==> config.mk <==
export PLATFORM = sky130hd
export DESIGN_NAME = gcdi_ctrl
export DESIGN_NICKNAME = d
export VERILOG_FILES = /design/src/rtl/gcdi_pkg.sv /design/src/rtl/gcdi_ctrl.sv
export VERILOG_INCLUDE_DIRS = /design/src /design/src/rtl
export SDC_FILE = /design/constraint.sdc
export NUM_CORES = 1
export LEC_CHECK = 0
export BUFFER_PORTS_ARGS = -buffer_cell sky130_fd_sc_hd__clkbuf_2
export CAP_MARGIN = 5
export CORE_ASPECT_RATIO = 1.2
export CORE_UTILIZATION = 30
export CTS_CLUSTER_SIZE = 20
export DETAILED_ROUTE_END_ITERATION = 10
export PLACE_DENSITY = 0.59
export SLEW_MARGIN = 20
export SYNTH_ARGS = -nofsm -noshare
export SYNTH_HDL_FRONTEND = slang
export SYNTH_SLANG_ARGS = --single-unit
==> constraint.sdc <==
create_clock -name clock -period 2.25 [get_ports clock]
set_clock_uncertainty 0.1 [all_clocks]
set_input_delay 0 -clock clock [delete_from_list [all_inputs] [get_ports clock]]
set_output_delay 0 -clock clock [all_outputs]
set_load 0.03 [all_outputs]
==> src/rtl/gyro_calibrate_deadband_integrate_assert.svh <==
// ----------------------------------------------------------------------------
// Assertion macros for the gyro calibrate / dead band / integrate block
// Concurrent checks sampled on the rising edge of clock, disabled in reset.
// ----------------------------------------------------------------------------
`ifndef GYRO_CALIBRATE_DEADBAND_INTEGRATE_ASSERT_SVH
`define GYRO_CALIBRATE_DEADBAND_INTEGRATE_ASSERT_SVH

`ifndef NO_ASSERTIONS

// property must hold at every clock edge outside reset
`define GCDI_ASSERT(label, prop) \
   label: assert property (@(posedge clock) disable iff (reset) prop) \
      else $error("gcdi assertion failed");

// expression must never be true outside reset
`define GCDI_ASSERT_NEVER(label, expr) \
   label: assert property (@(posedge clock) disable iff (reset) !(expr)) \
      else $error("gcdi forbidden condition seen");

`else

`define GCDI_ASSERT(label, prop)
`define GCDI_ASSERT_NEVER(label, expr)

`endif

`endif

==> src/rtl/gcdi_pkg.sv <==
// ----------------------------------------------------------------------------
// gcdi_pkg
// Shared types and fixed widths of the gyro calibrate / integrate block.
// ----------------------------------------------------------------------------
package gcdi_pkg;

   localparam int SAMPLE_W = 16;
   localparam int YAW_W    = 48;
   localparam int SQRT_W   = 32;
   localparam int BAND_W   = 20;
   localparam int DB_W     = 22;

   // calibration length; a power of two, so the averages are shifts
   localparam int CAL_COUNT = 256;
   localparam int CAL_SHIFT = $clog2(CAL_COUNT);

   localparam logic [SQRT_W-1:0] SQRT_FIRST_BIT = 32'h4000_0000;

   typedef enum logic [7:0] {
      ST_IDLE   = 8'b00000001,
      ST_EXEC   = 8'b00000010,
      ST_MEAN   = 8'b00000100,
      ST_WALK   = 8'b00001000,
      ST_SQRT   = 8'b00010000,
      ST_FILT   = 8'b00100000,
      ST_YAW    = 8'b01000000,
      ST_RESULT = 8'b10000000
   } state_type;

   typedef enum logic [2:0] {
      PH_SETTLE  = 3'b001,
      PH_COLLECT = 3'b010,
      PH_RUN     = 3'b100
   } phase_type;

   typedef struct packed {
      logic capture;
      logic settle_inc;
      logic store;
      logic mean_load;
      logic walk_start;
      logic sqrt_start;
      logic dev_load;
      logic diff_load;
      logic filt_load;
      logic yaw_load;
      logic result_load;
      logic res_calib;
      logic res_run;
   } ctrl_cmd_type;

   typedef struct packed {
      logic settle_last;
      logic collect_full;
      logic walk_busy;
      logic sqrt_busy;
   } ctrl_status_type;

endpackage

==> src/rtl/gcdi_ctrl.sv <==
// ----------------------------------------------------------------------------
// gcdi_ctrl
// Sequencer: tracks the operating phase, steps the datapath through each
// transaction and owns the result valid flag.
// ----------------------------------------------------------------------------
`include "gyro_calibrate_deadband_integrate_assert.svh"

module gcdi_ctrl #(
   parameter int SETTLE = 100
) (
   input  logic                      clock,
   input  logic                      reset,
   input  logic                      req_valid,
   output logic                      req_ready,
   output logic                      rsp_valid,
   input  logic                      rsp_ready,
   input  gcdi_pkg::ctrl_status_type status,
   output gcdi_pkg::ctrl_cmd_type    cmd
);
   import gcdi_pkg::*;

   localparam phase_type PHASE_RESET = (SETTLE == 0) ? PH_COLLECT : PH_SETTLE;

   state_type state_ff, state_in;
   phase_type phase_ff, phase_in;
   logic      item_calib_ff, item_calib_in;
   logic      item_run_ff, item_run_in;
   logic      rsp_valid_ff, rsp_valid_in;
   logic      out_free;

   assign out_free  = !rsp_valid_ff || rsp_ready;
   assign req_ready = (state_ff == ST_IDLE);
   assign rsp_valid = rsp_valid_ff;

   always_comb begin
      state_in      = state_ff;
      phase_in      = phase_ff;
      item_calib_in = item_calib_ff;
      item_run_in   = item_run_ff;
      cmd           = '0;
      cmd.res_calib = item_calib_ff;
      cmd.res_run   = item_run_ff;
      case (state_ff)
         ST_IDLE: begin
            if (req_valid) begin
               cmd.capture = 1'b1;
               state_in    = ST_EXEC;
            end
         end
         ST_EXEC: begin
            case (phase_ff)
               PH_SETTLE: begin
                  cmd.settle_inc = 1'b1;
                  item_calib_in  = 1'b1;
                  item_run_in    = 1'b0;
                  if (status.settle_last) begin
                     phase_in = PH_COLLECT;
                  end
                  state_in = ST_RESULT;
               end
               PH_COLLECT: begin
                  if (!status.collect_full) begin
                     cmd.store     = 1'b1;
                     item_calib_in = 1'b1;
                     item_run_in   = 1'b0;
                     state_in      = ST_RESULT;
                  end else begin
                     // completion transaction: sample is dropped
                     item_calib_in = 1'b0;
                     item_run_in   = 1'b0;
                     state_in      = ST_MEAN;
                  end
               end
               PH_RUN: begin
                  cmd.diff_load = 1'b1;
                  item_calib_in = 1'b0;
                  item_run_in   = 1'b1;
                  state_in      = ST_FILT;
               end
               default: begin
                  state_in = ST_IDLE;
               end
            endcase
         end
         ST_MEAN: begin
            cmd.mean_load  = 1'b1;
            cmd.walk_start = 1'b1;
            state_in       = ST_WALK;
         end
         ST_WALK: begin
            if (!status.walk_busy) begin
               cmd.sqrt_start = 1'b1;
               state_in       = ST_SQRT;
            end
         end
         ST_SQRT: begin
            if (!status.sqrt_busy) begin
               cmd.dev_load = 1'b1;
               phase_in     = PH_RUN;
               state_in     = ST_RESULT;
            end
         end
         ST_FILT: begin
            cmd.filt_load = 1'b1;
            state_in      = ST_YAW;
         end
         ST_YAW: begin
            cmd.yaw_load = 1'b1;
            state_in     = ST_RESULT;
         end
         ST_RESULT: begin
            // hold until the output register is free
            if (out_free) begin
               cmd.result_load = 1'b1;
               state_in        = ST_IDLE;
            end
         end
         default: begin
            state_in = ST_IDLE;
         end
      endcase
   end

   always_comb begin
      rsp_valid_in = rsp_valid_ff;
      if (cmd.result_load) begin
         rsp_valid_in = 1'b1;
      end else if (rsp_ready) begin
         rsp_valid_in = 1'b0;
      end
   end

   always_ff @(posedge clock) begin
      if (reset) begin
         state_ff      <= ST_IDLE;
         phase_ff      <= PHASE_RESET;
         item_calib_ff <= 1'b0;
         item_run_ff   <= 1'b0;
         rsp_valid_ff  <= 1'b0;
      end else begin
         state_ff      <= state_in;
         phase_ff      <= phase_in;
         item_calib_ff <= item_calib_in;
         item_run_ff   <= item_run_in;
         rsp_valid_ff  <= rsp_valid_in;
      end
   end

   `GCDI_ASSERT(a_run_is_final, (phase_ff == PH_RUN) |=> (phase_ff == PH_RUN))
   `GCDI_ASSERT(a_run_entry_after_sqrt, $rose(phase_ff == PH_RUN) |-> $past(state_ff == ST_SQRT))
   `GCDI_ASSERT_NEVER(a_no_result_overwrite, cmd.result_load && rsp_valid_ff && !rsp_ready)

endmodule

=== Word level (Yosys, flattened, before mapping) ===
Index checks and enable logic that the tools add are counted.

* Equal/unequal tests: 17
* Muxes and demuxes: 32
* Reduce and logical (&&, ||, !) cells: 11

{| class="wikitable"
|+ Operators with widths
! cell !! count
|-
| 8-bit one-hot mux with 8 select lines || 1
|-
| 8-bit two-way mux || 5
|-
| 8-bit one-hot mux with 3 select lines || 1
|-
| 1-bit two-way mux || 17
|-
| 2-bit inequality test, second input constant || 5
|-
| 3-bit two-way mux || 3
|-
| 8-bit by 1-bit equality test with 1-bit output, second input constant || 1
|-
| 8-bit by 2-bit equality test with 1-bit output, second input constant || 1
|-
| 8-bit by 3-bit equality test with 1-bit output, second input constant || 1
|-
| 8-bit by 4-bit equality test with 1-bit output, second input constant || 1
|-
| 8-bit by 5-bit equality test with 1-bit output, second input constant || 1
|-
| 8-bit by 6-bit equality test with 1-bit output, second input constant || 1
|-
| 8-bit by 7-bit equality test with 1-bit output, second input constant || 1
|-
| 8-bit equality test, second input constant || 1
|-
| 4-bit AND reduction || 2
|-
| 3-bit one-hot mux with 2 select lines || 1
|-
| 2-bit nonzero test || 3
|-
| 2-bit two-way mux || 2
|-
| 2-bit AND reduction || 2
|-
| 3-bit by 1-bit equality test with 1-bit output, second input constant || 1
|-
| 3-bit by 2-bit equality test with 1-bit output, second input constant || 1
|-
| 3-bit equality test, second input constant || 1
|-
| 1-bit one-hot mux with 3 select lines || 1
|-
| 3-bit nonzero test || 1
|-
| 5 further kinds || 5
|}

* Flip-flop bits (word level): 14
* Word-level logic and storage cells: 65

=== Depth between registers and ports, before layout ===
* Depth after elaboration: 5
* Mapped depth: 6

=== Least setup slack after synthesis ===
No wires, ideal clock.

* Path type: register -> output
* Start point: reg state_ff[4]
* End point: out cmd[9] in the netlist's numbering
* Arrival time: 1.847 ns
* Data required time: 2.150 ns
* Setup slack: 0.303 ns
* Cell stages (with the launch flop): 5
* Path through: dfxtp_1 -> nor3_4 -> nand2_1 -> nor3b_1 -> buf_4

{| class="wikitable"
|+ RTL lines
! element !! RTL line !! source
|-
| start: declaration || gcdi_ctrl.sv:24 || <nowiki>state_type state_ff, state_in;</nowiki>
|-
| start signal: assignment || gcdi_ctrl.sv:141 || <nowiki>state_ff <= state_in;</nowiki>
|-
| end: declaration || gcdi_ctrl.sv:18 || <nowiki>output gcdi_pkg::ctrl_cmd_type cmd</nowiki>
|}

=== Worst setup path after layout ===
* Start point: reg state_ff[6]
* End point: reg state_ff[4]

* Word-level cells in the longest chain between the ends: 3

{| class="wikitable"
|+ RTL lines
! element !! RTL line !! source
|-
| 8-bit equality test (tied with other cells) || gcdi_ctrl.sv:43 || <nowiki>case (state_ff)</nowiki>
|-
| 2-bit inequality test (no source line) || -- ||
|-
| 4-bit AND reduction (no source line) || -- ||
|}

Several ways; a longest one is shown, not always the timed one.
A chain may end at the register's enable or synchronous reset.

==> out/qor.csv <==
metric,value,unit
outcome,finished clean,
part of the Yosys area used for sequential elements,30.4,%
Pwr Total,645,uW
Fin. Hold Viols,0,
die area,3300,sq um
first-pass GRT wire length,3650,um
Nets,152,
GRT overflow,0,
DPL Wire Length,1640,um
PwrDens,562,nW/um^2
DRC violations left,0,
period utilisation layout,95.3,%
RSZ-0062 raised after global routing,false,
Leak Pwr,0.494,nW
root cell of the clock tree,clkbuf_4,
Mapped Cells,119,
initial core utilization,32.2,%
"Cell Area, Synth",922,sq um
vias per cell,5.38,
total core area,2860,sq um
Worst slew margin,71.0,%
clk buf depth,2,
post-route ant nets,0,
WL per Instance,12.6,um
Slew @ Worst Pin,0.434,ns
Chip Height,62.7,um
Synth Flop Type,dfxtp_1,
Worst IR Drop VDD,301,uV
post-synth top area share,30.4,%
most numerous cell in the Yosys netlist,dfxtp_1,
critical path capture point type,flip-flop,
cell area after layout,1150,sq um
Antenna diodes,0,
GPL Wtd Cong,0.836,
layout cells sized above 1,23.8,%
Yosys Warn Count,0,
WP data required,2.38,ns
Tmin final,2.15,ns
largest net degree at the start of global routing,17,
critical path type,flip-flop to flip-flop,
Hold Path Class,flip-flop to flip-flop,
# port buffers,22,
FF-to-FF setup slack,0.10,ns
std cell rows,21,
Max Clock Freq,0.466,GHz
Inserted Clock Buffers,3,
setup TNS,0,ns
Synthesized Nets,127,
WL final,2230,um
CTS tree,done,
Area Growth Syn to Fin,24.3,%
post-place setup slack,0.449,ns
Placed Instance Area,1000,sq um
Clock Latency Late Sink,0.29,ns
final setup violating endpoints,0,
DRT Pass-1 Iters,4,
antenna violations before repair,0,
Setup crit start kind,flip-flop,
max_cap viols,0,
min setup slack post-route,0.105,ns
H-tree depth,1,
post-synth top area cell,dfxtp_1,
vias in the first global route,846,
Clock Pin Slew Worst Setup and Hold Paths,0.09,ns
fillcell total,308,
Die X,52.6,um
Synth cell types,41,
I/O pin total,23,
Yosys reg bits,14,
worst-path maximum fanout,9,
Sink Count,14,
vias,952,
top post-synthesis cells by count,"dfxtp_1, nor2_1, a21oi_1",
Post-synth EDFFs,0,
DRT iter0 DRCs,30,
main area contributors after synthesis,"dfxtp_1, a21oi_1, nand2b_1, nor2_1, o21ai_0",
gr usage total,14.4,%
syn_area_per_cell,7.75,sq um
fraction of registers with async set/reset,0,%
Critical Path AT,2.27,ns
fin. max-slew vios,0,
==> placed cells by master (no fill, tap or decap), types with 3 or more instances in the layout <==
cell type | netlist | layout
nor4_1 | 4 | 4
inv_1 | 6 | 6
nand2b_1 | 6 | 6
nor2b_1 | 4 | 4
clkbuf_4 | 0 | 3
a21oi_1 | 9 | 9
nand2_1 | 8 | 8
nand3_1 | 3 | 3
clkbuf_2 | 0 | 22
dfxtp_1 | 14 | 14
nor2_1 | 10 | 8
nand4b_1 | 3 | 3
o21ai_0 | 7 | 7
dlygate4sd3_1 | 0 | 9
nand4_1 | 3 | 3
==> state kept, by name (all words and copies together), names as in the netlist <==
signal / cells
state_ff: 8
phase_ff: 3
item_calib_ff: 1
item_run_ff: 1
rsp_valid: 1
==> path summary, 6_finish.rpt <==
check                           startpoint                        to  depth (start not counted)
setup reg to reg  state_ff[6]$_SDFFE_PP0P_  state_ff[4]$_SDFFE_PP0P_                          5
setup / recovery  state_ff[6]$_SDFFE_PP0P_  state_ff[4]$_SDFFE_PP0P_                          5
hold / removal    item_run_ff$_SDFFE_PP0P_  item_run_ff$_SDFFE_PP0P_                          2
hold reg to reg   item_run_ff$_SDFFE_PP0P_  item_run_ff$_SDFFE_PP0P_                          2
==> area by class of cell <==
| cell class | count | area, sq um | area share (%) |
|---|---|---|---|
| clock buffer | 4 | 36.3 | 3.17 |
| inverter | 6 | 22.5 | 1.97 |
| multi-input combinational | 86 | 549 | 47.9 |
| sequential | 14 | 280 | 24.5 |
| tap | 34 | 42.5 | 3.71 |
| timing repair buffer | 33 | 215 | 18.8 |
==> worst max-delay path: stages, from the launching register on <==
cell	delay, ns
dfxtp_1	0.41
nor3_4	0.23
nand2_1	0.12
or4_1	0.52
a21oi_1	0.15
dlygate4sd3_1	0.56
==> through the flow <==
step | instances | util (%) | hold WS, ns
after floorplan | 119 | - | 0.0510
after global routing | 177 | 40.0 | 0.427
after detailed placement | 162 | 34.9 | 0.199
after CTS | 175 | 39.3 | 0.413
after global placement | 162 | 34.9 | 0.182
final | 177 | 40.0 | 0.400
==> logic make-up after synthesis <==
logic type	count (synthesis)	share of synthesized area, %
simple gates	55	36.0
fa+ha+maj	1	1.22
buf+inv	19	10.6
flops	14	30.4
compound gates	28	19.9
xor+xnor	2	1.90
==> metal layers <==
| metal | vias to the layer above | share of wire (%) | global-route usage (%) |
|---|---|---|---|
| met3 | 6 | 5.4 | 2.43 |
| met1 | 443 | 43 | 18.0 |
| li1 | 473 | - | - |
| met4 | 0 | 1.8 | 5.59 |
| met5 | - | 0 | 0 |
| met2 | 30 | 50 | 23.7 |
==> where the power goes <==
part	leakage, nW	internal (mW)	switching, mW	total (mW)
combinational	0.359	0.0666	0.105	0.172
clock	0.0210	0.0985	0.0899	0.188
sequential	0.113	0.261	0.0229	0.284
==> what timing repair did <==
action | in CTS | in global routing
resized for setup | 0 | 2
hold buffers | 9 | 0
endpoints found under the setup margin | 0 | 2
endpoints found under the hold margin | 12 | 0
setup buffers | 0 | 2
(Power assumes the default switching activity.)
